**src/rtl/ipvr_pkg.sv**
```systemverilog
// ----------------------------------------------------------------------------
// ipvr_pkg
// Shared types and constants of the insertion/promotion-vector recency
// replacement block.
// ----------------------------------------------------------------------------
package ipvr_pkg;

    localparam int IPVR_NUM_SETS = 64;
    localparam int NUM_WAYS      = 16;
    localparam int POS_W         = 4;
    localparam int WAY_W         = 4;
    localparam int KIND_W        = 2;
    localparam int SET_IDX_W     = 6;
    localparam int SET_IDX_NUM   = 64;
    localparam int PV_W          = 64;
    localparam int CFG_DATA_W    = 64;
    localparam int CFG_ADDR_W    = 4;

    localparam int Q_DEPTH = 2;
    localparam int Q_PTR_W = (Q_DEPTH > 1) ? $clog2(Q_DEPTH) : 1;
    localparam int Q_CNT_W = $clog2(Q_DEPTH + 1);

    localparam logic [PV_W-1:0]  PV_RESET     = 64'h9EDC_8E08_1414_8200;
    localparam logic [POS_W-1:0] INSERT_RESET = 4'd5;
    localparam logic [POS_W-1:0] BOTTOM_POS   = 4'd15;

    // Address bit that picks the register (registers sit 8 bytes apart).
    localparam int CFG_SEL_BIT = 3;

    typedef enum logic [0:0] {
        REG_PROMOTION_VECTOR = 1'b0,
        REG_INSERT_POSITION  = 1'b1
    } ipvr_reg_t;

    typedef enum logic [KIND_W-1:0] {
        OP_HIT   = 2'd0,
        OP_FILL  = 2'd1,
        OP_INVAL = 2'd2,
        OP_QUERY = 2'd3
    } ipvr_op_t;

    // One recency stack: nibble i is the stack position of way i.
    typedef logic [NUM_WAYS-1:0][POS_W-1:0] ipvr_row_t;

    localparam ipvr_row_t ROW_RESET = 64'hFEDC_BA98_7654_3210;

    typedef struct packed {
        ipvr_op_t               op;
        logic [SET_IDX_W-1:0]   set;
        logic [WAY_W-1:0]       way;
    } ipvr_item_t;

    typedef struct packed {
        logic       valid;
        ipvr_item_t item;
    } ipvr_qhead_t;

    typedef struct packed {
        logic pop;
        logic clearing;
    } ipvr_back_ctl_t;

endpackage

```
**src/rtl/ipvr_front.sv**
```systemverilog
// ----------------------------------------------------------------------------
// ipvr_front
// Accept input beats, decode the operation, fold the set index and hold the
// items in a short queue for the update engine.
// ----------------------------------------------------------------------------
module ipvr_front
    import ipvr_pkg::*;
#(
    parameter int NUM_SETS = IPVR_NUM_SETS
)
(
    input  logic                 clk,
    input  logic                 rst_n,
    input  logic                 item_valid,
    output logic                 item_ready,
    input  logic [KIND_W-1:0]    kind,
    input  logic [SET_IDX_W-1:0] set_index,
    input  logic [WAY_W-1:0]     way,
    input  ipvr_back_ctl_t       back_ctl,
    output ipvr_qhead_t          qhead
);

    logic [SET_IDX_W-1:0] set_map [SET_IDX_NUM];
    ipvr_item_t           q_mem_reg [Q_DEPTH];
    logic [Q_PTR_W-1:0]   wr_ptr_reg;
    logic [Q_PTR_W-1:0]   rd_ptr_reg;
    logic [Q_CNT_W-1:0]   cnt_reg;
    ipvr_item_t           new_item;
    logic                 push;
    logic                 pop;

    // Set index folded onto the sets that exist.
    for (genvar i = 0; i < SET_IDX_NUM; i++)
    begin : g_set_map
        assign set_map[i] = SET_IDX_W'(i % NUM_SETS);
    end

    // Every kind encoding is a valid operation.
    always_comb
    begin
        new_item.op  = ipvr_op_t'(kind);
        new_item.set = set_map[set_index];
        new_item.way = way;
    end

    assign item_ready = (cnt_reg != Q_CNT_W'(Q_DEPTH)) && !back_ctl.clearing;
    assign push       = item_valid & item_ready;
    assign pop        = back_ctl.pop;

    always_ff @(posedge clk)
    begin
        if (push)
        begin
            q_mem_reg[wr_ptr_reg] <= new_item;
        end
    end

    always_ff @(posedge clk or negedge rst_n)
    begin
        if (!rst_n)
        begin
            wr_ptr_reg <= '0;
            rd_ptr_reg <= '0;
            cnt_reg    <= '0;
        end
        else
        begin
            if (push)
            begin
                wr_ptr_reg <= (wr_ptr_reg == Q_PTR_W'(Q_DEPTH-1)) ? '0 : wr_ptr_reg + 1'b1;
            end
            if (pop)
            begin
                rd_ptr_reg <= (rd_ptr_reg == Q_PTR_W'(Q_DEPTH-1)) ? '0 : rd_ptr_reg + 1'b1;
            end
            case ({push, pop})
                2'b10:   cnt_reg <= cnt_reg + 1'b1;
                2'b01:   cnt_reg <= cnt_reg - 1'b1;
                default: cnt_reg <= cnt_reg;
            endcase
        end
    end

    assign qhead.valid = (cnt_reg != '0);
    assign qhead.item  = q_mem_reg[rd_ptr_reg];

    a_q_bound: assert property (@(posedge clk) disable iff (!rst_n)
        cnt_reg <= Q_CNT_W'(Q_DEPTH))
        else $error("queue count beyond depth");

    a_no_pop_empty: assert property (@(posedge clk) disable iff (!rst_n)
        pop |-> cnt_reg != '0)
        else $error("pop from empty queue");

    a_no_push_clear: assert property (@(posedge clk) disable iff (!rst_n)
        back_ctl.clearing |-> !push)
        else $error("item taken during clearing pass");

endmodule

```
**config.mk**
```make
export PLATFORM = sky130hd
export DESIGN_NAME = ipvr_front
export DESIGN_NICKNAME = d
export VERILOG_FILES = /design/src/rtl/ipvr_pkg.sv /design/src/rtl/ipvr_front.sv
export SDC_FILE = /design/constraint.sdc
export NUM_CORES = 1
export LEC_CHECK = 0
export BUFFER_PORTS_ARGS = -buffer_cell sky130_fd_sc_hd__buf_2
export CAP_MARGIN = 15
export CORE_UTILIZATION = 49
export CTS_CLUSTER_SIZE = 16
export DETAILED_ROUTE_END_ITERATION = 8
export PLACE_DENSITY = 0.76
export SLEW_MARGIN = 20
export SYNTH_ARGS = -nofsm -noshare
export SYNTH_HDL_FRONTEND = slang
export SYNTH_SLANG_ARGS = --single-unit
```
**constraint.sdc**
```tcl
create_clock -name clk -period 2.3 [get_ports clk]
set_input_delay 0.23 -clock clk [delete_from_list [all_inputs] [get_ports clk]]
set_output_delay 0.23 -clock clk [all_outputs]
set_load 0.03 [all_outputs]
```
# == Word-level counts from Yosys, hierarchy flattened ==
# Memory sizes are Yosys's and may differ from the RTL's.
# Cells that the tools add are included.
# totals
reg_bits,4
ram_bits,24
rom_bits,384
output_inout_bits,14
memories,2
# classes
addsub,4
order_cmp,1
eq_ne,3
mux,7
bitwise_logic,2
reduce_logical,4
# mem_list
memory,depth,word_bits,read_ports,rd_ports_with_merged_regs,wr,line_no,text
(name not given),64,6,1,0,0,ipvr_front.sv:42,new_item.set = set_map[set_index];
q_mem_reg,2,12,1,0,1,ipvr_front.sv:24,ipvr_item_t q_mem_reg [Q_DEPTH];
# op_table
op,n
$mux W6,2
$ge A7 B7 Y1 const B,1
$not A6 Y7,1
$mux W1,4
$pmux W2 S2,1
$reduce_bool A2 Y1,2
$add A1 B1 Y1 const B,2
$add A2 B1 Y2 const B,1
$eq A2 B1 Y1 const B,1
$eq A2 B2 Y1 const B,1
$ne A2 B2 Y1 const B,1
$sub A2 B1 Y2 const B,1
$and A1 B1 Y1,1
$logic_and A1 B1 Y1,1
$logic_not A1 Y1,1

# == Depth between registers and ports, before layout ==
# logic_depth
word_depth,5
mapped_depth,6
ltp_nobuf,6

# == Worst setup path before layout ==
# OpenSTA, ideal clock, no wires.
# synth_timing
path_kind,reg-to-reg
start,reg cnt_reg[0]
end,"mem q_mem_reg[1][0] (netlist name), enable pin"
arrival_ns,1.341
required_time_ns,1.920
slack_ns,0.579
path_stages_with_launch,4
cell_sequence,dfrtp_1 -> inv_2 -> a211o_4 -> nor2_1
# synth_via
elab_chain_cells,5
# synth_rtl
element,line_no,text
"start, declared",ipvr_front.sv:27,logic [Q_CNT_W-1:0] cnt_reg;
"start signal, assigned",ipvr_front.sv:77,2'b10: cnt_reg <= cnt_reg + 1'b1;
"start signal, assigned",ipvr_front.sv:78,2'b01: cnt_reg <= cnt_reg - 1'b1;
"start signal, assigned",ipvr_front.sv:79,default: cnt_reg <= cnt_reg;
$ne A2 B2 Y1,ipvr_front.sv:46,assign item_ready = (cnt_reg != Q_CNT_W'(Q_DEPTH)) && !back_ctl.clearing;
$logic_and A1 B1 Y1,ipvr_front.sv:46,
$and A1 B1 Y1,ipvr_front.sv:47,assign push = item_valid & item_ready;
$mux W1,ipvr_front.sv:52,if (push)
$mux W1 (implied by the code),ipvr_front.sv:54,q_mem_reg[wr_ptr_reg] <= new_item;
"end, declared",ipvr_front.sv:24,
# Every way passes these cells.

==> out/metrics.yaml <==
grt:
  antenna_found_initial: 0
  grt_pass1_wl_mm: 2.75
  grt_max_degree: 16
  grt_usage: 0.158
  grt_pass1_vias: 642
  grt-ovfl-total: 0
min_path:
  worstHoldPathType: "in -> reg"
clock_network:
  cts_tree: "built"
  cts_root_buffer: "clkbuf_4"
  cts_max_level: 1
  cts_max_path_buffers: 2
  insertion_delay_ps: 310
  cts_resized: 0
  cts_buffers: 3
  cts.sinks: 28
  cts.clk_slew.worst_paths_ps: 130
  cts_setup_buffers: 0
power_and_ir_drop:
  vdd_drop_max_mv: 0.555
  p_seq_frac: 0.505
  internal_power_uw: 938
  clockPowerShare: 0.129
  p_leak_nw: 0.519
  p_sw_frac: 0.357
  p_sw_uw: 522
  p_comb_frac: 0.366
  total_power_mw: 1.46
  power.density_nw_per_um2: 1120
drt:
  ant_nets: 0
  first_iter_violations: 9
  vias_per_cell: 4.87
  routed_wl_mm: 1.58
  drcViolationCount: 0
  drtPass1Iterations: 3
  post_drt_wl_per_cell_um: 13.3
  vias: 579
flow_run:
  maxCapViolCount: 0
worst_setup_path:
  required_ps: 2070
  critPathArrivalTime_ps: 1570
  cp_max_fo: 13
  endpoint_kind: "output pin"
  critPathKind: "reg -> out"
  start_kind: "flop"
layout:
  largest_reg_flops: 24
  final_core_util: 0.646
  syn_to_final_growth_pct: 21.1
  instances_no_fill: 119
  fill_cells: 158
  drive_gt1_frac: 0.554
  final_common_cell: "buf_2"
  num_antenna_cells: 0
  nets: 111
  mostFrequentLayoutCells: "buf_2, edfxtp_1, mux2_2, dfrtp_1"
synthesis:
  yosysTopAreaCellShare: 0.668
  synth.distinct_cells: 14
  syn_nets: 74
  syn-mean-instance-area_um2: 19.3
  yosys_register_bits: 28
  yosysTopAreaCell: "edfxtp_1"
  syn-cell-area_um2: 1080
  synth_area_leaders: "edfxtp_1, mux2_2, dfrtp_1"
  synthCells: 56
  seq_area_frac_synth: 0.761
  synth-warning-count: 0
sta:
  setup_tns_ps: 0
  setup_ws_ps: 502
  fin_crit_sh: 0.782
  hold_viol: 0
  skew_ps: 7.18
  tightest_slew_ps: 515
  rsz0062_at_grt: "no"
  relSlewSlack: 0.656
  setup_viol: 0
  slew_violations: 0
  timing.fmax_ghz: 0.556
  min_period_ps: 1800
placed_design:
  place.port_buffers: 30
  place_hpwl_mm: 1.17
  place_inst: 114
  dp_slack_ps: 620
floorplan:
  num_io_pins: 31
  rows: 16
  start_util: 0.533
  die_height_um: 48.9
  core_um2: 2020
  dieArea_um2: 2390
  die_w_um: 48.9
outcome:
  status: "finished clean"
power groups by stage:
| stage | Sequential, mW | Combinational (mW) | Clock [mW] |
|---|---|---|---|
| floorplan | 0.706 | 0.442 | 0 |
| global placement | 0.743 | 0.523 | 0 |
| detailed placement | 0.750 | 0.533 | 0 |
| CTS | 0.739 | 0.538 | 0.197 |
| global route | 0.756 | 0.569 | 0.218 |
| finish | 0.737 | 0.534 | 0.189 |
per-stage QoR:
stage                     instance area, um^2  hold slack (ps)
after floorplan                          1080            -65.6
after global placement                   1270             36.2
after detailed placement                 1270             41.3
after CTS                                1310             90.8
after global routing                     1310             75.7
final                                    1310             98.2
final cells by class:
class,instances,area (um^2),area share
Tap cell,27,33.8,0.0259
Clock buffer,4,26.3,0.0201
Multi-Input combinational cell,24,239,0.183
Sequential cell,28,821,0.628
Timing Repair Buffer,33,175,0.134
Inverter,3,11.3,0.00862
worst paths after layout:
| kind | startpoint | depth (start not counted) | to | slack [ps] |
|---|---|---|---|---|
| min in group asynchronous | rst_n | 2 | cnt_reg[0] | 260 |
| hold reg to reg | wr_ptr_reg | 1 | wr_ptr_reg | 530 |
| setup / recovery | rd_ptr_reg | 2 | qhead[9] | 500 |
| max in group asynchronous | rst_n | 2 | rd_ptr_reg | 1920 |
| hold / removal | set_index[1] | 1 | q_mem_reg[0][5] | 100 |
| setup reg to reg | cnt_reg[0] | 4 | q_mem_reg[0][6] | 610 |
metal layers:
layer | part of all wire | routed length [um] | vias up | track usage
li1 | - | - | 277 | -
met1 | 0.40 | 626 | 285 | 0.178
met2 | 0.57 | 896 | 15 | 0.292
met3 | 0.030 | 48 | 2 | 0.0312
met4 | 0.0082 | 13 | 0 | 0.0588
met5 | 0 | 0 | - | 0
critical path, cell delays in order, from the launching register on:
cell,delay [ps]
dfrtp_1,690
mux2_2,400
buf_2,180
cell families after synthesis:
family                     synth area share
xor gates and xnor gates             0.0476
DFF                                   0.761
muxes                                 0.125
adders and majority gates            0.0116
buffers and inverters                0.0174
AOI/OAI and AO/OA                    0.0209
and+or+nand+nor                      0.0162
cell usage after synthesis:
master	n
xor2_1	2
or2_2	1
edfxtp_1	24
inv_1	2
mux2_2	12
xnor2_2	1
dfrtp_1	4
a211o_4	1
inv_2	1
xnor2_1	2
ha_1	1
buf_4	1
a21oi_1	1
nor2_1	3
repair_timing:
item                                    4_1_cts  5_1_grt
hold buffers                                  1        0
endpoints found under the hold margin         4        0
endpoints found under the setup margin        0        0
No activity file was read; power rests on OpenSTA's default activity.
