==> config.mk <==
export PLATFORM = sky130hd
export DESIGN_NAME = ipvr_back
export DESIGN_NICKNAME = d
export VERILOG_FILES = /design/src/rtl/ipvr_pkg.sv /design/src/rtl/ipvr_back.sv
export SDC_FILE = /design/constraint.sdc
export NUM_CORES = 2
export LEC_CHECK = 0
export BUFFER_PORTS_ARGS = -buffer_cell sky130_fd_sc_hd__buf_2
export CORE_ASPECT_RATIO = 1.75
export CORE_MARGIN = 3
export CORE_UTILIZATION = 35
export CTS_CLUSTER_SIZE = 12
export DETAILED_ROUTE_END_ITERATION = 8
export SKIP_LAST_GASP = 1
export SLEW_MARGIN = 10
export SYNTH_ARGS = -nofsm -noshare
export SYNTH_HDL_FRONTEND = slang
export SYNTH_SLANG_ARGS = --single-unit
==> constraint.sdc <==
create_clock -name clk -period 19.65 [get_ports clk]
set_clock_uncertainty 0.1 [all_clocks]
set_input_delay 1.965 -clock clk [delete_from_list [all_inputs] [get_ports clk]]
set_output_delay 1.965 -clock clk [all_outputs]
set_load 0.05 [all_outputs]
==> src/rtl/ipvr_pkg.sv <==
// ----------------------------------------------------------------------------
// ipvr_pkg
// Shared types and constants of the insertion/promotion-vector recency
// replacement block.
// ----------------------------------------------------------------------------
package ipvr_pkg;

    localparam int IPVR_NUM_SETS = 64;
    localparam int NUM_WAYS      = 16;
    localparam int POS_W         = 4;
    localparam int WAY_W         = 4;
    localparam int KIND_W        = 2;
    localparam int SET_IDX_W     = 6;
    localparam int SET_IDX_NUM   = 64;
    localparam int PV_W          = 64;
    localparam int CFG_DATA_W    = 64;
    localparam int CFG_ADDR_W    = 4;

    localparam int Q_DEPTH = 2;
    localparam int Q_PTR_W = (Q_DEPTH > 1) ? $clog2(Q_DEPTH) : 1;
    localparam int Q_CNT_W = $clog2(Q_DEPTH + 1);

    localparam logic [PV_W-1:0]  PV_RESET     = 64'h9EDC_8E08_1414_8200;
    localparam logic [POS_W-1:0] INSERT_RESET = 4'd5;
    localparam logic [POS_W-1:0] BOTTOM_POS   = 4'd15;

    // Address bit that picks the register (registers sit 8 bytes apart).
    localparam int CFG_SEL_BIT = 3;

    typedef enum logic [0:0] {
        REG_PROMOTION_VECTOR = 1'b0,
        REG_INSERT_POSITION  = 1'b1
    } ipvr_reg_t;

    typedef enum logic [KIND_W-1:0] {
        OP_HIT   = 2'd0,
        OP_FILL  = 2'd1,
        OP_INVAL = 2'd2,
        OP_QUERY = 2'd3
    } ipvr_op_t;

    // One recency stack: nibble i is the stack position of way i.
    typedef logic [NUM_WAYS-1:0][POS_W-1:0] ipvr_row_t;

    localparam ipvr_row_t ROW_RESET = 64'hFEDC_BA98_7654_3210;

    typedef struct packed {
        ipvr_op_t               op;
        logic [SET_IDX_W-1:0]   set;
        logic [WAY_W-1:0]       way;
    } ipvr_item_t;

    typedef struct packed {
        logic       valid;
        ipvr_item_t item;
    } ipvr_qhead_t;

    typedef struct packed {
        logic pop;
        logic clearing;
    } ipvr_back_ctl_t;

endpackage

==> src/rtl/ipvr_back.sv <==
// ----------------------------------------------------------------------------
// ipvr_back
// Update engine: clear the stack memory after reset, read the addressed set,
// move the way, write the set back and register the result.
// ----------------------------------------------------------------------------
module ipvr_back
    import ipvr_pkg::*;
#(
    parameter int NUM_SETS = IPVR_NUM_SETS
)
(
    input  logic              clk,
    input  logic              rst_n,
    input  ipvr_qhead_t       qhead,
    output ipvr_back_ctl_t    back_ctl,
    input  logic [PV_W-1:0]   promotion_vector,
    input  logic [POS_W-1:0]  insert_position,
    output logic              result_valid,
    input  logic              result_ready,
    output logic [WAY_W-1:0]  victim_way,
    output logic [POS_W-1:0]  way_position
);

    localparam int SET_W = (NUM_SETS > 1) ? $clog2(NUM_SETS) : 1;

    typedef enum logic [1:0] {
        S_CLEAR,
        S_IDLE,
        S_CALC
    } state_t;

    state_t           state_reg;
    logic [SET_W-1:0] clr_cnt_reg;
    ipvr_item_t       cur_reg;
    ipvr_row_t        rd_row_reg;
    logic             out_valid_reg;
    logic [WAY_W-1:0] victim_reg;
    logic [POS_W-1:0] wpos_reg;

    ipvr_row_t        mem [NUM_SETS];

    logic             pop;
    logic             wr_en;
    logic [SET_W-1:0] wr_addr;
    ipvr_row_t        wr_row;
    logic [SET_W-1:0] rd_addr;
    logic [SET_W-1:0] cur_addr;

    logic [POS_W-1:0] old_pos;
    logic [POS_W-1:0] tgt_pos;
    ipvr_row_t        new_row;
    logic [WAY_W-1:0] victim_next;
    logic [POS_W-1:0] wpos_next;

    // Take the next item once the result register is free or being drained.
    assign pop = (state_reg == S_IDLE) && qhead.valid
                 && (!out_valid_reg || result_ready);

    assign back_ctl.pop      = pop;
    assign back_ctl.clearing = (state_reg == S_CLEAR);

    assign rd_addr  = SET_W'(qhead.item.set);
    assign cur_addr = SET_W'(cur_reg.set);

    // Move one way in the stack and shift the ways in between.
    always_comb
    begin
        old_pos = rd_row_reg[cur_reg.way];
        case (cur_reg.op)
            OP_HIT:   tgt_pos = promotion_vector[{old_pos, 2'b00} +: POS_W];
            OP_FILL:  tgt_pos = insert_position;
            OP_INVAL: tgt_pos = BOTTOM_POS;
            default:  tgt_pos = old_pos;
        endcase

        for (int i = 0; i < NUM_WAYS; i++)
        begin
            if (WAY_W'(i) == cur_reg.way)
            begin
                new_row[i] = tgt_pos;
            end
            else if ((tgt_pos < old_pos) && (rd_row_reg[i] >= tgt_pos)
                     && (rd_row_reg[i] < old_pos))
            begin
                new_row[i] = rd_row_reg[i] + 1'b1;
            end
            else if ((tgt_pos > old_pos) && (rd_row_reg[i] > old_pos)
                     && (rd_row_reg[i] <= tgt_pos))
            begin
                new_row[i] = rd_row_reg[i] - 1'b1;
            end
            else
            begin
                new_row[i] = rd_row_reg[i];
            end
        end

        // Lowest way at the bottom of the stack.
        victim_next = '0;
        for (int i = NUM_WAYS - 1; i >= 0; i--)
        begin
            if (new_row[i] == BOTTOM_POS)
            begin
                victim_next = WAY_W'(i);
            end
        end

        wpos_next = (cur_reg.op == OP_QUERY) ? '0 : tgt_pos;
    end

    always_comb
    begin
        wr_en   = 1'b0;
        wr_addr = cur_addr;
        wr_row  = new_row;
        case (state_reg)
            S_CLEAR:
            begin
                wr_en   = 1'b1;
                wr_addr = clr_cnt_reg;
                wr_row  = ROW_RESET;
            end
            S_CALC:
            begin
                wr_en = (cur_reg.op != OP_QUERY);
            end
            default:
            begin
                wr_en = 1'b0;
            end
        endcase
    end

    always_ff @(posedge clk)
    begin
        if (wr_en)
        begin
            mem[wr_addr] <= wr_row;
        end
        if (pop)
        begin
            rd_row_reg <= mem[rd_addr];
        end
    end

    always_ff @(posedge clk)
    begin
        if (pop)
        begin
            cur_reg <= qhead.item;
        end
    end

    always_ff @(posedge clk or negedge rst_n)
    begin
        if (!rst_n)
        begin
            state_reg     <= S_CLEAR;
            clr_cnt_reg   <= '0;
            out_valid_reg <= 1'b0;
            victim_reg    <= '0;
            wpos_reg      <= '0;
        end
        else
        begin
            if (out_valid_reg && result_ready)
            begin
                out_valid_reg <= 1'b0;
            end
            case (state_reg)
                S_CLEAR:
                begin
                    clr_cnt_reg <= clr_cnt_reg + 1'b1;
                    if (clr_cnt_reg == SET_W'(NUM_SETS - 1))
                    begin
                        state_reg <= S_IDLE;
                    end
                end
                S_IDLE:
                begin
                    if (pop)
                    begin
                        state_reg <= S_CALC;
                    end
                end
                S_CALC:
                begin
                    out_valid_reg <= 1'b1;
                    victim_reg    <= victim_next;
                    wpos_reg      <= wpos_next;
                    state_reg     <= S_IDLE;
                end
                default:
                begin
                    state_reg <= S_IDLE;
                end
            endcase
        end
    end

    assign result_valid = out_valid_reg;
    assign victim_way   = victim_reg;
    assign way_position = wpos_reg;

    a_calc_slot_free: assert property (@(posedge clk) disable iff (!rst_n)
        state_reg == S_CALC |-> !out_valid_reg)
        else $error("result register busy when update completes");

    a_calc_gives_result: assert property (@(posedge clk) disable iff (!rst_n)
        state_reg == S_CALC |=> out_valid_reg)
        else $error("update finished without a result");

    a_pop_to_calc: assert property (@(posedge clk) disable iff (!rst_n)
        pop |=> state_reg == S_CALC)
        else $error("popped item not processed");

endmodule

* After elaboration in Yosys (flattened, before gate mapping)
Memories as Yosys holds them, arrays and structs flattened. A register that Yosys moved wholly into a read port is not among the register bits.
Index checks and enable logic that the tools add are counted.
** Storage, ports and cells
- Register bits after elaboration :: 29
- Bits in latches :: 0
- Bits in writable memories :: 4096
- Bits in read-only memories :: 0
- Input port bits :: 84
- Output and inout port bits :: 11
- Word-level logic and storage cells :: 302
- Memories :: 1
** Operators by class
- $add $sub $neg :: 33
- Multipliers :: 0
- Div/mod/pow operators :: 0
- $lt $le $gt $ge :: 67
- Equality and inequality tests :: 40
- Shift-type cells :: 1
- Mux-type cells :: 78
- Bitwise logic cells :: 0
- Reduce and logical (&&, ||, !) cells :: 74
** Memory list
- mem :: depth 64, width 64, rd ports 1, clocked after memory_dff 1, wr ports 1, line ipvr_back.sv:40 : ipvr_row_t mem [NUM_SETS];
** Operator list (number)
- $mux 4 :: 66
- $gt 4x4->1 :: 17
- $lt 4x4->1 :: 17
- $logic_and 1x1->1 :: 67
- $add 4x1->4 const B :: 16
- $eq 4x4->1 const B :: 16
- $ge 4x4->1 :: 16
- $le 4x4->1 :: 16
- $mux 64 :: 1
- $shiftx 64x7->4 :: 1
- $sub 4x1->4 const B :: 16
- $eq 4x4->1 const A :: 8
- $bmux 4 s4 :: 1
- $eq 3x4->1 const A :: 4
- $pmux 4 s3 :: 1
- $eq 2x4->1 const A :: 2
- $add 6x1->6 const B :: 1
- $eq 2x2->1 const B :: 3
- $eq 6x6->1 const B :: 1
- $mux 6 :: 1
- $lt 4x5->1 const B :: 1
- $eq 1x4->1 const A :: 1
- $eq 2x1->1 const B :: 2
- $logic_not 2->1 :: 2
- 11 further kinds :: 16

* Longest topological paths before layout
- Depth after elaboration :: 27
- Gate-level depth with buffers :: 30
- Mapped depth without buffers :: 22

* Least setup slack after synthesis
OpenSTA, ideal clock, no wires.
- Path kind :: in2reg
- Start point :: in promotion_vector[13]
- End point :: mem mem[0][61] (netlist bit), data pin
- Library setup time :: 702 ps
- Arrival time :: 7728 ps
- Data required time :: 18848 ps
- Path slack :: 11120 ps
- Stages :: 18
- Path buffers :: 2
- Path through :: mux2_1 -> nand2_1 -> a32oi_1 -> a31o_1 -> and3_1 -> buf_6 -> inv_2 -> clkbuf_1 -> ha_1 -> nor2b_1 -> o21a_1 -> o21a_1 -> o21ai_0 -> o2111a_1 -> nor3_1 -> a311oi_1 -> nor2_1 -> o21ai_0
** RTL lines
- start, declared :: line ipvr_back.sv:16 : input logic [PV_W-1:0] promotion_vector,
- end, declared :: line ipvr_back.sv:40

==> summary.txt <==
Drt
  – DR WL/cell: 36.7 um
  – DR iter-0 viols: 10.7k
  – Vias/cell: 5.88
  – Remaining antenna violation count: 0
  – Vias post-DR: 81.0k
  – First-pass iteration count of the detailed router: 6
  – Detailed Route WL: 505000 um
  – DR DRC count: 0

Place
  – Routability Congestion: 0.930
  – IO Port Bufs: 94
  – DP Worst Slack: 10.82 ns
  – Post-DP HPWL: 272000 um

Setup path
  – Critical path arrival: 9.15 ns
  – Crit-path max cell delay: 0.87 ns
  – Crit-path slowest cell: nand2_2
  – Critical Path, Cell by Cell: buf_4 -> mux2i_1 -> mux4_2 -> o32a_1 -> clkinv_4 -> mux2i_1 -> a221oi_1 -> a31o_1 -> and3_1 -> buf_4 -> inv_2 -> ha_1 -> nor2b_1 -> o21a_1 -> o21ai_1 -> nand2_1 -> or3_1 -> nand2_1 -> xnor2_1 -> mux2i_1 -> nand2_2
  – Setup crit start kind: flop
  – Kind of critical path: reg2reg
  – Crit-path max FO: 64
  – CP required: 19.91 ns
  – WP buf/inv: 4
  – Crit path top cell by count: mux2i_1
  – Crit path max-delay family: simple AND/OR/NAND/NOR gates
  – Crit path capture type: flop

Logic synthesis
  – Top FF cell, synth: edfxtp_1
  – EDFF count, synth: 4172
  – Synth Net Count: 7330
  – Synth Area in Compound Gates: 0.0132
  – Synth Area in Simple Gates: 0.0156
  – Ys Warns: 0
  – Syn Area/Cell: 23.4 sq um
  – Synth unique cells: 78
  – Fraction of the mapped netlist area in adder cells: 0.0124
  – Register area share after synthesis: 0.758
  – Synth Instances: 7081
  – Fraction of synthesized cell area in xor and xnor cells: 0.00238
  – Multiplexer share of the synthesized area: 0.188
  – Largest family of logic cells by synthesized area: multiplexers
  – Flops & latches, synth: 4189
  – Cell Area, Synth: 0.166 sq mm
  – Post-synthesis async set-or-reset flop share: 0.00406

Layout
  – Syn-to-layout area delta: 12.6%
  – Ratio of cells with drive above 1 in the final layout: 0.301
  – Largest register FFs: 4096
  – Number of fill cells: 41.0k
  – Fin nets: 7747

Floorplan
  – Effective utilization at floorplan: 0.352
  – Die W: 526 um
  – DIE AREA: 0.483 sq mm
  – Ports: 95
  – Core area: 0.471 sq mm
  – Die height: 917 um
  – Row count: 333

CTS
  – CTS tree: yes
  – Number of setup buffers added after CTS: 0
  – Clock Sinks: 4189
  – Post-cts resize count: 0
  – Clk root buf: clkbuf_16
  – Hold buffer count at CTS: 0
  – Clock buffer depth: 4
  – Clock insertion delay at the later pin of the skew report: 0.99 ns
  – CTS H-tree lvls: 5
  – CTS buffer count: 393
  – Clock Pin Slew Worst Setup and Hold Paths: 0.06 ns

GRT
  – First-pass GRT wire length: 694000 um
  – Largest net degree at the start of global routing: 115
  – Gr usage total: 0.207
  – Initial antenna violation count: 20
  – Total grt overflow: 0
  – Vias in the first global route: 83.4k

Timing
  – Final setup viols: 0
  – Post-route clock period utilization: 0.453
  – Final worst slack: 10.75 ns
  – Unrepaired setup endpoints after global routing: false
  – Final Critical Period: 8.90 ns
  – Final count of pins violating max slew: 0
  – Final setup TNS: 0 ns
  – Fmax: 112 MHz
  – Slew headroom: 0.0790
  – Slew @ Worst Pin: 1.38 ns
  – Final hold vios: 0

Power and ir drop
  – Comb power frac: 0.215
  – Switching Share: 0.298
  – Sw Pwr: 0.00739 W
  – Total power: 0.0248 W
  – Leak: 57.3 nW
  – PD cells: 133 mW/mm^2
  – Clock power share: 0.275
  – Max VDD drop: 107 uV
  – Reg power frac: 0.510
  – Cell Int Power: 0.0174 W

Run
  – Max-cap violation count: 0

Worst hold path
  – Hold Crit Class: reg2reg

Run status
  – Status: finished, final reports clean
[logic make-up (layout without fill, tap and decap cells)]
logic type | after synthesis | after routing
flops | 4189 | 4189
mux | 1427 | 1427
compound gates | 314 | 314
simple gates | 520 | 520
other cells | 0 | 24
buf+inv | 421 | 893
xor+xnor | 45 | 45
fa+ha+maj | 165 | 165
[power by group through the flow]
| stage | logic (W) | registers (W) | clock network [W] |
|---|---|---|---|
| after detailed placement | 0.00519 | 0.0129 | 0 |
| final | 0.00533 | 0.0126 | 0.00680 |
| after CTS | 0.00519 | 0.0127 | 0.00691 |
| after global routing | 0.00568 | 0.0127 | 0.00722 |
| after global placement | 0.00494 | 0.0128 | 0 |
| after floorplan | 0.00279 | 0.0129 | 0 |
[stage by stage]
step,instance area (sq um),util,instances,hold slack (ns)
after floorplan,166000,-,7081,0.396
after global placement,176000,0.373,13300,0.468
after detailed placement,176000,0.373,13300,0.469
after CTS,186000,0.396,13700,0.478
after global routing,187000,0.397,13800,0.520
final,187000,0.397,13800,0.480
[worst reg2reg max path: cells and delay by family (launching register included)]
kind	cells	cell delay (ns)
buf+inv	4	1.85
compound gates	5	1.64
xor+xnor	1	0.07
simple gates	6	2.34
mux	4	1.74
flops	1	0.32
fa+ha+maj	1	0.20
[per-layer routing]
metal / routed length [um] / GRT usage / vias to the layer above / share of wire
met1: 174000 / 0.243 / 44800 / 0.34
met3: 36000 / 0.0288 / 976 / 0.071
met5: 13 / 0 / - / 0.000026
met2: 266000 / 0.371 / 4052 / 0.53
met4: 29100 / 0.100 / 2 / 0.058
li1: - / - / 31100 / -
[cell usage after synthesis, types with 37 or more instances]
library cell  instances  share of area
clkbuf_1            245         0.0055
edfxtp_1           4172           0.76
nor2_1              132         0.0030
mux2i_1              59         0.0036
ha_1                165          0.012
o21ai_0              50         0.0015
nand3_1              48         0.0014
mux4_2             1355           0.18
nor2b_1              37         0.0014
nand2_1             124         0.0028
inv_1                73         0.0017
buf_1                82         0.0019
a21oi_1              57         0.0017
[final timing paths]
check                                            from                          end  slack (ns)  depth (start not counted)
max in group asynchronous                       rst_n     state_reg[0]$_DFFE_PN0P_       18.13                          1
min in group asynchronous                       rst_n  way_position[2]$_DFFE_PN0P_        0.90                          1
setup reg to reg                 cur_reg[1]$_DFFE_PP_         mem[24][4]$_DFFE_PP_       10.75                         21
hold / removal             clr_cnt_reg[2]$_DFFE_PN0P_   clr_cnt_reg[2]$_DFFE_PN0P_        0.48                          1
hold reg to reg            clr_cnt_reg[2]$_DFFE_PN0P_   clr_cnt_reg[2]$_DFFE_PN0P_        0.48                          1
setup / recovery                 cur_reg[1]$_DFFE_PP_         mem[24][4]$_DFFE_PP_       10.75                         21
[final cells by class]
class / count / area (sq um) / area share
inverters: 79 / 304 / 0.00163
flip-flops and latches: 4189 / 126000 / 0.673
clock buffers: 430 / 10100 / 0.0542
multi-input cells: 2471 / 39300 / 0.211
repair buffers: 364 / 3080 / 0.0165
clock inverters: 20 / 368 / 0.00197
diodes: 24 / 60.1 / 0.000322
well taps: 6197 / 7750 / 0.0415
[cells in the final DEF, fill, tap and decap left out, types with 20 or more instances in the layout]
cell and n:
nor3_1 31, buf_12 41, edfxtp_1 4172, buf_2 88, mux4_2 1355, nand2_1 115, nor2b_1 37, o21a_1 29
or3_1 20, o21ai_0 47, mux2i_1 59, clkbuf_1 30, diode_2 24, nor2_1 45, clkbuf_16 400, nand3_1 48
a22oi_1 23, nand4_1 26, a21oi_1 49, nand2b_1 22, nor2_4 86, buf_4 229, xnor2_1 32, ha_1 165
inv_1 72
(Power assumes the default switching activity.)
