`src/rtl/ipvr_pkg.sv`:
```
// ----------------------------------------------------------------------------
// ipvr_pkg
// Shared types and constants of the insertion/promotion-vector recency
// replacement block.
// ----------------------------------------------------------------------------
package ipvr_pkg;

    localparam int IPVR_NUM_SETS = 64;
    localparam int NUM_WAYS      = 16;
    localparam int POS_W         = 4;
    localparam int WAY_W         = 4;
    localparam int KIND_W        = 2;
    localparam int SET_IDX_W     = 6;
    localparam int SET_IDX_NUM   = 64;
    localparam int PV_W          = 64;
    localparam int CFG_DATA_W    = 64;
    localparam int CFG_ADDR_W    = 4;

    localparam int Q_DEPTH = 2;
    localparam int Q_PTR_W = (Q_DEPTH > 1) ? $clog2(Q_DEPTH) : 1;
    localparam int Q_CNT_W = $clog2(Q_DEPTH + 1);

    localparam logic [PV_W-1:0]  PV_RESET     = 64'h9EDC_8E08_1414_8200;
    localparam logic [POS_W-1:0] INSERT_RESET = 4'd5;
    localparam logic [POS_W-1:0] BOTTOM_POS   = 4'd15;

    // Address bit that picks the register (registers sit 8 bytes apart).
    localparam int CFG_SEL_BIT = 3;

    typedef enum logic [0:0] {
        REG_PROMOTION_VECTOR = 1'b0,
        REG_INSERT_POSITION  = 1'b1
    } ipvr_reg_t;

    typedef enum logic [KIND_W-1:0] {
        OP_HIT   = 2'd0,
        OP_FILL  = 2'd1,
        OP_INVAL = 2'd2,
        OP_QUERY = 2'd3
    } ipvr_op_t;

    // One recency stack: nibble i is the stack position of way i.
    typedef logic [NUM_WAYS-1:0][POS_W-1:0] ipvr_row_t;

    localparam ipvr_row_t ROW_RESET = 64'hFEDC_BA98_7654_3210;

    typedef struct packed {
        ipvr_op_t               op;
        logic [SET_IDX_W-1:0]   set;
        logic [WAY_W-1:0]       way;
    } ipvr_item_t;

    typedef struct packed {
        logic       valid;
        ipvr_item_t item;
    } ipvr_qhead_t;

    typedef struct packed {
        logic pop;
        logic clearing;
    } ipvr_back_ctl_t;

endpackage

```
`src/rtl/ipvr_cfg.sv`:
```
// ----------------------------------------------------------------------------
// ipvr_cfg
// APB register file: promotion vector and insertion position.
// ----------------------------------------------------------------------------
module ipvr_cfg
    import ipvr_pkg::*;
(
    input  logic                  clk,
    input  logic                  rst_n,
    input  logic                  psel,
    input  logic                  penable,
    input  logic                  pwrite,
    input  logic [CFG_ADDR_W-1:0] paddr,
    input  logic [CFG_DATA_W-1:0] pwdata,
    output logic [CFG_DATA_W-1:0] prdata,
    output logic                  pready,
    output logic [PV_W-1:0]       promotion_vector,
    output logic [POS_W-1:0]      insert_position
);

    logic [PV_W-1:0]  pv_reg;
    logic [POS_W-1:0] ins_reg;
    logic             wr_en;
    ipvr_reg_t        reg_sel;

    assign pready  = 1'b1;
    assign wr_en   = psel & penable & pwrite;
    assign reg_sel = ipvr_reg_t'(paddr[CFG_SEL_BIT]);

    always_ff @(posedge clk or negedge rst_n)
    begin
        if (!rst_n)
        begin
            pv_reg  <= PV_RESET;
            ins_reg <= INSERT_RESET;
        end
        else if (wr_en)
        begin
            case (reg_sel)
                REG_PROMOTION_VECTOR: pv_reg  <= pwdata[PV_W-1:0];
                REG_INSERT_POSITION:  ins_reg <= pwdata[POS_W-1:0];
                default:              pv_reg  <= pv_reg;
            endcase
        end
    end

    always_comb
    begin
        case (reg_sel)
            REG_PROMOTION_VECTOR: prdata = pv_reg;
            REG_INSERT_POSITION:  prdata = {{(CFG_DATA_W-POS_W){1'b0}}, ins_reg};
            default:              prdata = '0;
        endcase
    end

    assign promotion_vector = pv_reg;
    assign insert_position  = ins_reg;

endmodule

```
`config.mk`:
```
export PLATFORM = sky130hd
export DESIGN_NAME = ipvr_cfg
export DESIGN_NICKNAME = d
export VERILOG_FILES = /design/src/rtl/ipvr_pkg.sv /design/src/rtl/ipvr_cfg.sv
export SDC_FILE = /design/constraint.sdc
export NUM_CORES = 1
export LEC_CHECK = 0
export BUFFER_PORTS_ARGS = -buffer_cell sky130_fd_sc_hd__buf_4
export CORE_MARGIN = 4
export CORE_UTILIZATION = 39
export DETAILED_ROUTE_END_ITERATION = 10
export GPL_TIMING_DRIVEN = 0
export PLACE_DENSITY = 0.85
export SLEW_MARGIN = 5
export SYNTH_ARGS = -nofsm -noshare
export SYNTH_HDL_FRONTEND = slang
export SYNTH_SLANG_ARGS = --single-unit
```
`constraint.sdc`:
```
create_clock -name clk -period 0.8 [get_ports clk]
set_input_delay 0.08 -clock clk [delete_from_list [all_inputs] [get_ports clk]]
set_output_delay 0.08 -clock clk [all_outputs]
set_load 0.01 [all_outputs]
```
Word-level counts from Yosys, hierarchy flattened

Cells that the tools add are included.

Output and inout port bits: 133
Word-level logic and storage cells: 8
Bits of input ports: 73
Register bits after elaboration: 68

Muxes and demuxes: 1
Reductions and logical operators: 2
Bitwise logic cells: 3

Operators with widths:

| kind                             | count |
|---|---|
| case mux 64 bit (2 select lines) | 1 |
| AND reduction 2 bit              | 2 |
| AND 1 bit                        | 2 |
| inverter 1 bit                   | 1 |

Longest topological paths before layout

Gate-level depths: netlist of run 1.

Depth in word-level cells: 3
Gate-level depth with buffers: 4
Gate-level depth less buffers: 2

Worst setup path after synthesis of run 1

Ideal clock, no wire load.

Path kind: input to register
Start point: input port paddr[3]
End point: register pv_reg[0], in the netlist promotion_vector[0]
Slack: -0.152 ns
Setup time: 0.125 ns
Arrival time: 0.827 ns
Cell stages on the path: 4
Cell sequence: nand4b_4 > buf_6 > buf_12 > mux2_4

Longest elaborated chain between the ends: 2

RTL lines:

| element                       | line           | source |
|---|---|---|
| from (decl)                   | ipvr_cfg.sv:13 | `input logic [CFG_ADDR_W-1:0] paddr,` |
| inverter 1 bit (no line)      | --             |  |
| AND reduction 2 bit (no line) | --             |  |
| to (signal assigned)          | ipvr_cfg.sv:40 | `REG_PROMOTION_VECTOR: pv_reg <= pwdata[PV_W-1:0];` |
| to (signal assigned)          | ipvr_cfg.sv:42 | `default: pv_reg <= pv_reg;` |
| to (decl)                     | ipvr_cfg.sv:21 | `logic [PV_W-1:0] pv_reg;` |

No other way between the ends.
A chain may end at the register's enable or synchronous reset.

Final worst setup path of run 1

Start point: register pv_reg[60], in the netlist promotion_vector[60]
End point: output port prdata[60]

Longest elaborated chain between the ends: 1

RTL lines:

| element                          | line           | source |
|---|---|---|
| case mux 64 bit (2 select lines) | ipvr_cfg.sv:49 | `case (reg_sel)` |
| to (decl)                        | ipvr_cfg.sv:15 | `output logic [CFG_DATA_W-1:0] prdata,` |

No other way between the ends.

==> implementation parameters, run 1 <==
Parameter                              Value

Cells and area
  Fraction of layout cells with a size suffix above 1 ... 0.787
  Non-filler cells, final ... 703
  Final #Nets ... 666
  Commonest cells after routing, fill and taps aside ... sky130_fd_sc_hd__buf_6 (210), sky130_fd_sc_hd__buf_4 (97), sky130_fd_sc_hd__mux2_4 (66), sky130_fd_sc_hd__dlygate4sd3_1 (60), sky130_fd_sc_hd__nor2b_4 (46)
  Utilization after layout ... 0.937
  # fillers ... around 230
  Area growth from synthesis to layout ... 132%
  Most common library cell in the layout ignoring fill and taps ... sky130_fd_sc_hd__buf_6

Yosys
  Fraction of the yosys area taken by sequential cells ... 0.518
  Cell type contributing the most total cell area after synthesis ... sky130_fd_sc_hd__dfrtp_1
  Cell area after synthesis ... between 3000 and 4000 sq um
  Synth Area in Compound Gates ... 0
  Synthesized instance count ... 218
  Number of distinct library cell variants in the gate-level netlist after synthesis ... 13
  Post-synthesis share of cell area spent on xor and xnor gates ... 0
  Adder-cell share of the synthesized area ... 0
  Simple logic cell fraction of the synthesized area ... 0.121
  Number of synthesized register bits ... between 60 and 70
  Dominant cells by area after synthesis ... sky130_fd_sc_hd__dfrtp_1 (34%), sky130_fd_sc_hd__mux2_4 (27%), sky130_fd_sc_hd__dfstp_2 (18%)
  Post-synth net total ... about 290
  Mean cell area of the mapped netlist ... between 15 and 20 sq um
  Main combinational cell family by area after synthesis ... multiplexers
  Fraction of synthesized area in multiplexers ... 0.310
  Syn. warnings ... 0
  Synth top area share ... 0.337

Floorplan
  Die width ... 101 um
  Number of placement rows ... 33
  Number of top-level design ports ... ~210
  Initial Utilization ... 0.405
  Core area ... 8260 sq um
  Area of the die ... slightly above 10000 sq um
  Die Y ... slightly above 100 um

Power and ir drop
  Proportion of power drawn by the clock network ... 0.152
  Design internal power ... 11900 uW
  Pwr/cell area ... 2210 nW/um^2
  Static leakage ... 0.00400 uW
  Net switching power ... around 5200 uW
  Sw Share ... 0.306
  Combinational fraction of design power ... 0.538
  Maximum VDD drop ... 0.00146 V
  Sequential group share of total power ... 0.310

GRT
  Via count of the first global-routing pass ... between 3000 and 4000
  GRT overflow ... 0
  Initial antenna violation count ... 1
  Global-route wire length before repair ... 19600 um
  Largest net degree at the start of global routing ... 69
  Total global routing track utilization ... 0.254

Drt
  Routed WL ... 17000 um
  DRT iter0 DRCs ... 98
  Routed WL per cell ... between 20 and 25 um
  Total number of vias ... ~3500
  First-pass detailed-route iteration total ... 4
  Residual DRC ... 0
  Routed vias/inst ... between 4 and 5
  Remaining antenna violation count ... 0

Timing
  Upper clock frequency limit ... between 700 and 800 MHz
  Count of final max-slew check failures ... 0
  Transition time of the tightest slew-check pin ... between 0.8 and 0.9 ns
  Post-Route Hold Slack ... -0.164 ns
  Slack of the critical path ... -0.483 ns
  Setup clock skew after layout ... 0 ns
  Final-layout setup total negative slack ... -50.79 ns
  Portion of the clock cycle consumed by the worst path in the final layout ... 1.60
  Time the final worst path needs with I/O delays and setup ... roughly 1.3 ns
  Worst rel slew slack ... 0.420
  Setup repair after global routing missed its margin ... true
  Final number of setup-violating endpoints ... roughly 190
  Final count of hold timing violations ... 45

Place
  Number of port buffers ... between 200 and 250
  Post-Place Cells ... roughly 520
  HPWL Detailed ... slightly below 7000 um
  Placer congestion estimate ... 0.737
  DP Worst Slack ... -0.477 ns

Worst setup path
  Arrival time worst endpoint ... 1.20 ns
  Required time reported for the critical path endpoint ... ~0.7 ns
  Critical path launch point type ... flop
  Crit-path cells ... nor2b_4, buf_6
  Highest cell delay on the worst timing path ... ~0.58 ns
  Crit Path Class ... flop to output pin
  Register-to-Register Setup Slack ... -0.22 ns
  Standard cell with the maximum stage delay on the critical path ... sky130_fd_sc_hd__dfstp_2
  Number of buffer and inverter stages on the critical path ... 1
  Crit. End Element ... output pin
  Largest fanout on the critical path ... 3
  Kind of cell adding the most delay to the critical path ... flip-flops

CTS
  Clock Root Buffer ... sky130_fd_sc_hd__clkbuf_8
  CTS tree ... yes
  Post-cts hold buffer count ... 64
  Worst skew pair latency ... 0.34 ns
  Register clock-pin slew on the reported worst setup and hold paths ... around 0.070 ns
  CTS H-Tree Depth ... 3
  Clock Tree Buf Depth ... 2
  Number of sinks handled by clock tree synthesis ... a little under 70
  Number of buffers created by CTS ... 9

Status
  Result of the run ... complete, but fails checks
  Failing checks ... hold timing, setup timing

Job
  Number of violations of the max-capacitance limit ... 0

Min path
  Tightest Hold Check Type ... primary input to asynchronous set/reset pin
-- timing repair --
action	CTS	global route
endpoints found under the hold margin	113	45
setup endpoints to repair	132	187
gates resized for setup	149	164
setup buffers	51	56
-- cell families (layout without fill, tap and decap cells) --
group	Yosys count	count (layout)
buffers and inverters	15	394
DFF	68	68
muxes	72	72
other	1	2
and+or+nand+nor	62	62
-- cells in the mapped netlist --
cell / instances
sky130_fd_sc_hd__buf_12: 6
sky130_fd_sc_hd__buf_2: 1
sky130_fd_sc_hd__buf_4: 1
sky130_fd_sc_hd__buf_6: 1
sky130_fd_sc_hd__clkbuf_1: 6
sky130_fd_sc_hd__conb_1: 1
sky130_fd_sc_hd__dfrtp_1: 45
sky130_fd_sc_hd__dfstp_2: 23
sky130_fd_sc_hd__mux2_2: 12
sky130_fd_sc_hd__mux2_4: 60
sky130_fd_sc_hd__nand4_1: 1
sky130_fd_sc_hd__nand4b_4: 1
sky130_fd_sc_hd__nor2b_1: 60
-- layer usage --
layer  wire, um  share of wire  global-route usage
met5          0              0                   0
met3        992          0.058              0.0561
met2       9680           0.57               0.495
met1       5590           0.33               0.263
met4        774          0.045              0.0902
-- per-stage QoR --
step	cell area [sq um]	total power, uW	hold slack, ns
after floorplan	3400	7200	-0.216
after global placement	5040	9640	0.229
after detailed placement	5040	9760	0.243
after CTS	6790	14500	-0.122
after global routing	7740	17700	-0.0817
final	7740	17100	-0.164
-- path summary, 6_finish.rpt --
path                            depth (start not counted)                          endpoint                        startpoint
max in group asynchronous                               1  promotion_vector[19]$_DFFE_PN0P_                             rst_n
worst min register to register                          1   promotion_vector[5]$_DFFE_PN0P_   promotion_vector[5]$_DFFE_PN0P_
worst min-delay path                                    1  promotion_vector[36]$_DFFE_PN0P_                             rst_n
worst max-delay path                                    2                        prdata[60]  promotion_vector[60]$_DFFE_PN1P_
worst max register to register                          4  promotion_vector[51]$_DFFE_PN1P_  promotion_vector[51]$_DFFE_PN1P_
min in group clk                                        3  promotion_vector[46]$_DFFE_PN0P_                        pwdata[46]
-- state kept, by name, indices dropped and copies added, names as in the netlist --
signal	flops
insert_position	4
promotion_vector	64
-- power by group through the flow --
stage	Combinational, uW	Clock, uW	Sequential [uW]
2_1_floorplan	1900	0	5300
3_3_place_gp	4620	0	5020
3_5_place_dp	4700	0	5060
4_1_cts	6840	2560	5080
5_1_grt	9520	2780	5370
6_report	9180	2600	5290
-- layout make-up --
| cell class | instances | area [sq um] | area share |
|---|---|---|---|
| tap | 105 | 131 | 0.0170 |
| buffer | 15 | 211 | 0.0273 |
| clock buffer | 13 | 159 | 0.0205 |
| clock inverter | 2 | 10.0 | 0.00129 |
| antenna | 1 | 2.50 | 0.000323 |
| timing repair buffer | 364 | 3680 | 0.476 |
| multi-input combinational | 135 | 1810 | 0.234 |
| sequential | 68 | 1730 | 0.224 |
(Power assumes the default switching activity.)
==> run 2: changes to the inputs <==
- REMOVE_ABC_BUFFERS: not set -> 1
- SETUP_SLACK_MARGIN: not set -> 0.05
==> run 2 against run 1 <==
Compared with the run above:
- the run still ends with hold timing, setup timing left
- sequential power decreased by 0.9%
- sequential cell count unchanged
- utilization is 3.2 points lower
- global-route usage down 0.35 points
- total power about the same
- die area is the same
- first-iteration DRC count is 2.0% higher
- clock-buffer cell count is 2 lower
- clock skew stayed put
- largest power group unchanged
==> implementation parameters, run 2 (synthesis gave the netlist of run 1 again) <==
Parameter                              Value

CTS
  Worst skew pair latency ... ~0.35 ns
  CTS tree ... yes
  Register clock-pin slew on the reported worst setup and hold paths ... approximately 0.09 ns
  Clock Tree Buf Depth ... 2
  Number of buffers created by CTS ... 9
  Clock Root Buffer ... sky130_fd_sc_hd__clkbuf_8
  Number of sinks handled by clock tree synthesis ... slightly below 70
  CTS H-Tree Depth ... 3

Timing
  Portion of the clock cycle consumed by the worst path in the final layout ... 1.75
  Final-layout setup total negative slack ... -53.97 ns
  Post-Route Hold Slack ... -0.159 ns
  Worst rel slew slack ... 0.422
  Setup clock skew after layout ... 0 ns
  Setup repair after global routing missed its margin ... true
  Time the final worst path needs with I/O delays and setup ... around 1.4 ns
  Slack of the critical path ... -0.600 ns
  Final count of hold timing violations ... 86
  Transition time of the tightest slew-check pin ... 0.867 ns
  Final number of setup-violating endpoints ... between 150 and 200
  Count of final max-slew check failures ... 0
  Upper clock frequency limit ... ~710 MHz

Cells and area
  Most common library cell in the layout ignoring fill and taps ... sky130_fd_sc_hd__buf_6
  Utilization after layout ... 0.905
  Final #Nets ... around 640
  Number of flip-flops in the largest register ... 64
  Final instance area ... approximately 7500 sq um
  Area growth from synthesis to layout ... 124%
  Fraction of layout cells with a size suffix above 1 ... 0.821
  Commonest cells after routing, fill and taps aside ... sky130_fd_sc_hd__buf_6 (199), sky130_fd_sc_hd__buf_4 (121), sky130_fd_sc_hd__mux2_4 (69), sky130_fd_sc_hd__dfrtp_1 (45), sky130_fd_sc_hd__nor2b_1 (31)
  Non-filler cells, final ... around 680

Worst setup path
  Required time reported for the critical path endpoint ... between 0.7 and 0.8 ns
  Crit. End Element ... output pin
  Crit-path cells ... nor2b_1, buf_4
  Kind of cell adding the most delay to the critical path ... flip-flops
  Arrival time worst endpoint ... between 1 and 1.5 ns
  Standard cell with the maximum stage delay on the critical path ... sky130_fd_sc_hd__dfstp_2
  Crit Path Class ... flop to output pin
  Largest fanout on the critical path ... 2
  Highest cell delay on the worst timing path ... about 0.57 ns
  Critical path launch point type ... flop
  Number of buffer and inverter stages on the critical path ... 1

GRT
  Via count of the first global-routing pass ... approximately 3400
  Initial antenna violation count ... 0
  Largest net degree at the start of global routing ... between 60 and 70
  Total global routing track utilization ... 0.251
  Global-route wire length before repair ... ~19000 um
  GRT overflow ... 0

Min path
  Tightest Hold Check Type ... primary input to asynchronous set/reset pin

Place
  Post-Place Cells ... 511
  Placer congestion estimate ... 0.766
  Number of port buffers ... approximately 200
  Area after detailed placement ... between 4000 and 5000 sq um
  HPWL Detailed ... 6200 um

Floorplan
  Number of placement rows ... 33
  Die Y ... ~100 um
  Initial Utilization ... 0.405
  Core area ... 8260 sq um
  Die width ... ~100 um
  Area of the die ... just over 10000 sq um
  Number of top-level design ports ... 206

Power and ir drop
  Pwr/cell area ... approximately 2300 nW/um^2
  Pwr Total ... about 17000 uW
  Maximum VDD drop ... around 0.0014 V
  Static leakage ... ~0.0039 uW

Drt
  Residual DRC ... 0
  Routed vias/inst ... 4.99
  Remaining antenna violation count ... 0
  First-pass detailed-route iteration total ... 4
  Routed WL ... about 16000 um
  Total number of vias ... ~3400
  Routed WL per cell ... between 20 and 25 um
  DRT iter0 DRCs ... 100

Status
  Result of the run ... complete, but fails checks
  Failing checks ... hold timing, setup timing

Job
  Number of violations of the max-capacitance limit ... 0
==> run 2: changes by cell type in the layout (fill, tap and decap cells not counted), moves of 3 or more <==
cell	delta
sky130_fd_sc_hd__buf_4	+24
sky130_fd_sc_hd__nor2b_4	-20
sky130_fd_sc_hd__buf_6	-11
sky130_fd_sc_hd__mux2_2	-3
sky130_fd_sc_hd__nor2b_2	+3
sky130_fd_sc_hd__buf_12	-3
sky130_fd_sc_hd__buf_16	+8
sky130_fd_sc_hd__mux2_4	+3
sky130_fd_sc_hd__dlymetal6s4s_1	-4
sky130_fd_sc_hd__dlygate4sd3_1	-37
sky130_fd_sc_hd__nor2b_1	+17
==> run 2: power by group <==
group	internal (uW)	switching, uW	total, uW
clock network	1430	1410	2840
logic	6080	2930	9000
registers	4400	845	5240
total	11900	5190	17100
==> run 2: metrics by stage <==
| step | hold WS (ns) | setup slack [ns] |
|---|---|---|
| 6_report | -0.159 | -0.600 |
| 5_1_grt | -0.0925 | -0.635 |
| 4_1_cts | -0.136 | -0.436 |
| 3_5_place_dp | 0.236 | -1.09 |
| 3_3_place_gp | 0.234 | -1.86 |
| 2_1_floorplan | -0.216 | -1.06 |
==> run 2: worst register-to-register path, cell delays in order (launching register included) <==
cell                      delay (ns)
sky130_fd_sc_hd__dfstp_2        0.39
sky130_fd_sc_hd__buf_6          0.11
sky130_fd_sc_hd__buf_6          0.10
sky130_fd_sc_hd__buf_6          0.10
sky130_fd_sc_hd__mux2_4         0.26
==> run 2: layer usage <==
layer	track usage	vias up	part of all wire
met2	0.451	198	0.52
met4	0.108	0	0.041
met1	0.280	1719	0.36
li1	-	1434	-
met5	0	-	0
met3	0.0609	52	0.078
==> run 2: cell type report <==
type                            count  area, sq um
Timing Repair Buffer              357         3740
Sequential cell                    68         1730
Multi-Input combinational cell    135         1680
Fill cell                         292          783
Clock buffer                       11          131
Tap cell                          105          131
Clock inverter                      5         52.6
Antenna cell                        1         2.50
==> run 2: final timing paths <==
| kind | startpoint | to | slack, ns | depth (start not counted) |
|---|---|---|---|---|
| setup / recovery | promotion_vector[41]$_DFFE_PN1P_ | prdata[41] | -0.60 | 2 |
| hold / removal | rst_n | promotion_vector[3]$_DFFE_PN0P_ | -0.16 | 1 |
| setup reg to reg | promotion_vector[47]$_DFFE_PN1P_ | promotion_vector[47]$_DFFE_PN1P_ | -0.23 | 4 |
| hold reg to reg | promotion_vector[36]$_DFFE_PN0P_ | promotion_vector[36]$_DFFE_PN0P_ | 0.57 | 1 |
| max in group asynchronous | rst_n | promotion_vector[13]$_DFFE_PN0P_ | 0.40 | 1 |
| min in group clk | pwdata[45] | promotion_vector[45]$_DFFE_PN0P_ | -0.05 | 2 |
==> run 2: repair_timing <==
item / CTS / global route
cloned: 9 / 0
gates resized for setup: 144 / 132
hold buffers: 22 / 1
buffers inserted: 67 / 63
endpoints found under the hold margin: 113 / 90
endpoints found under the setup margin: 200 / 200
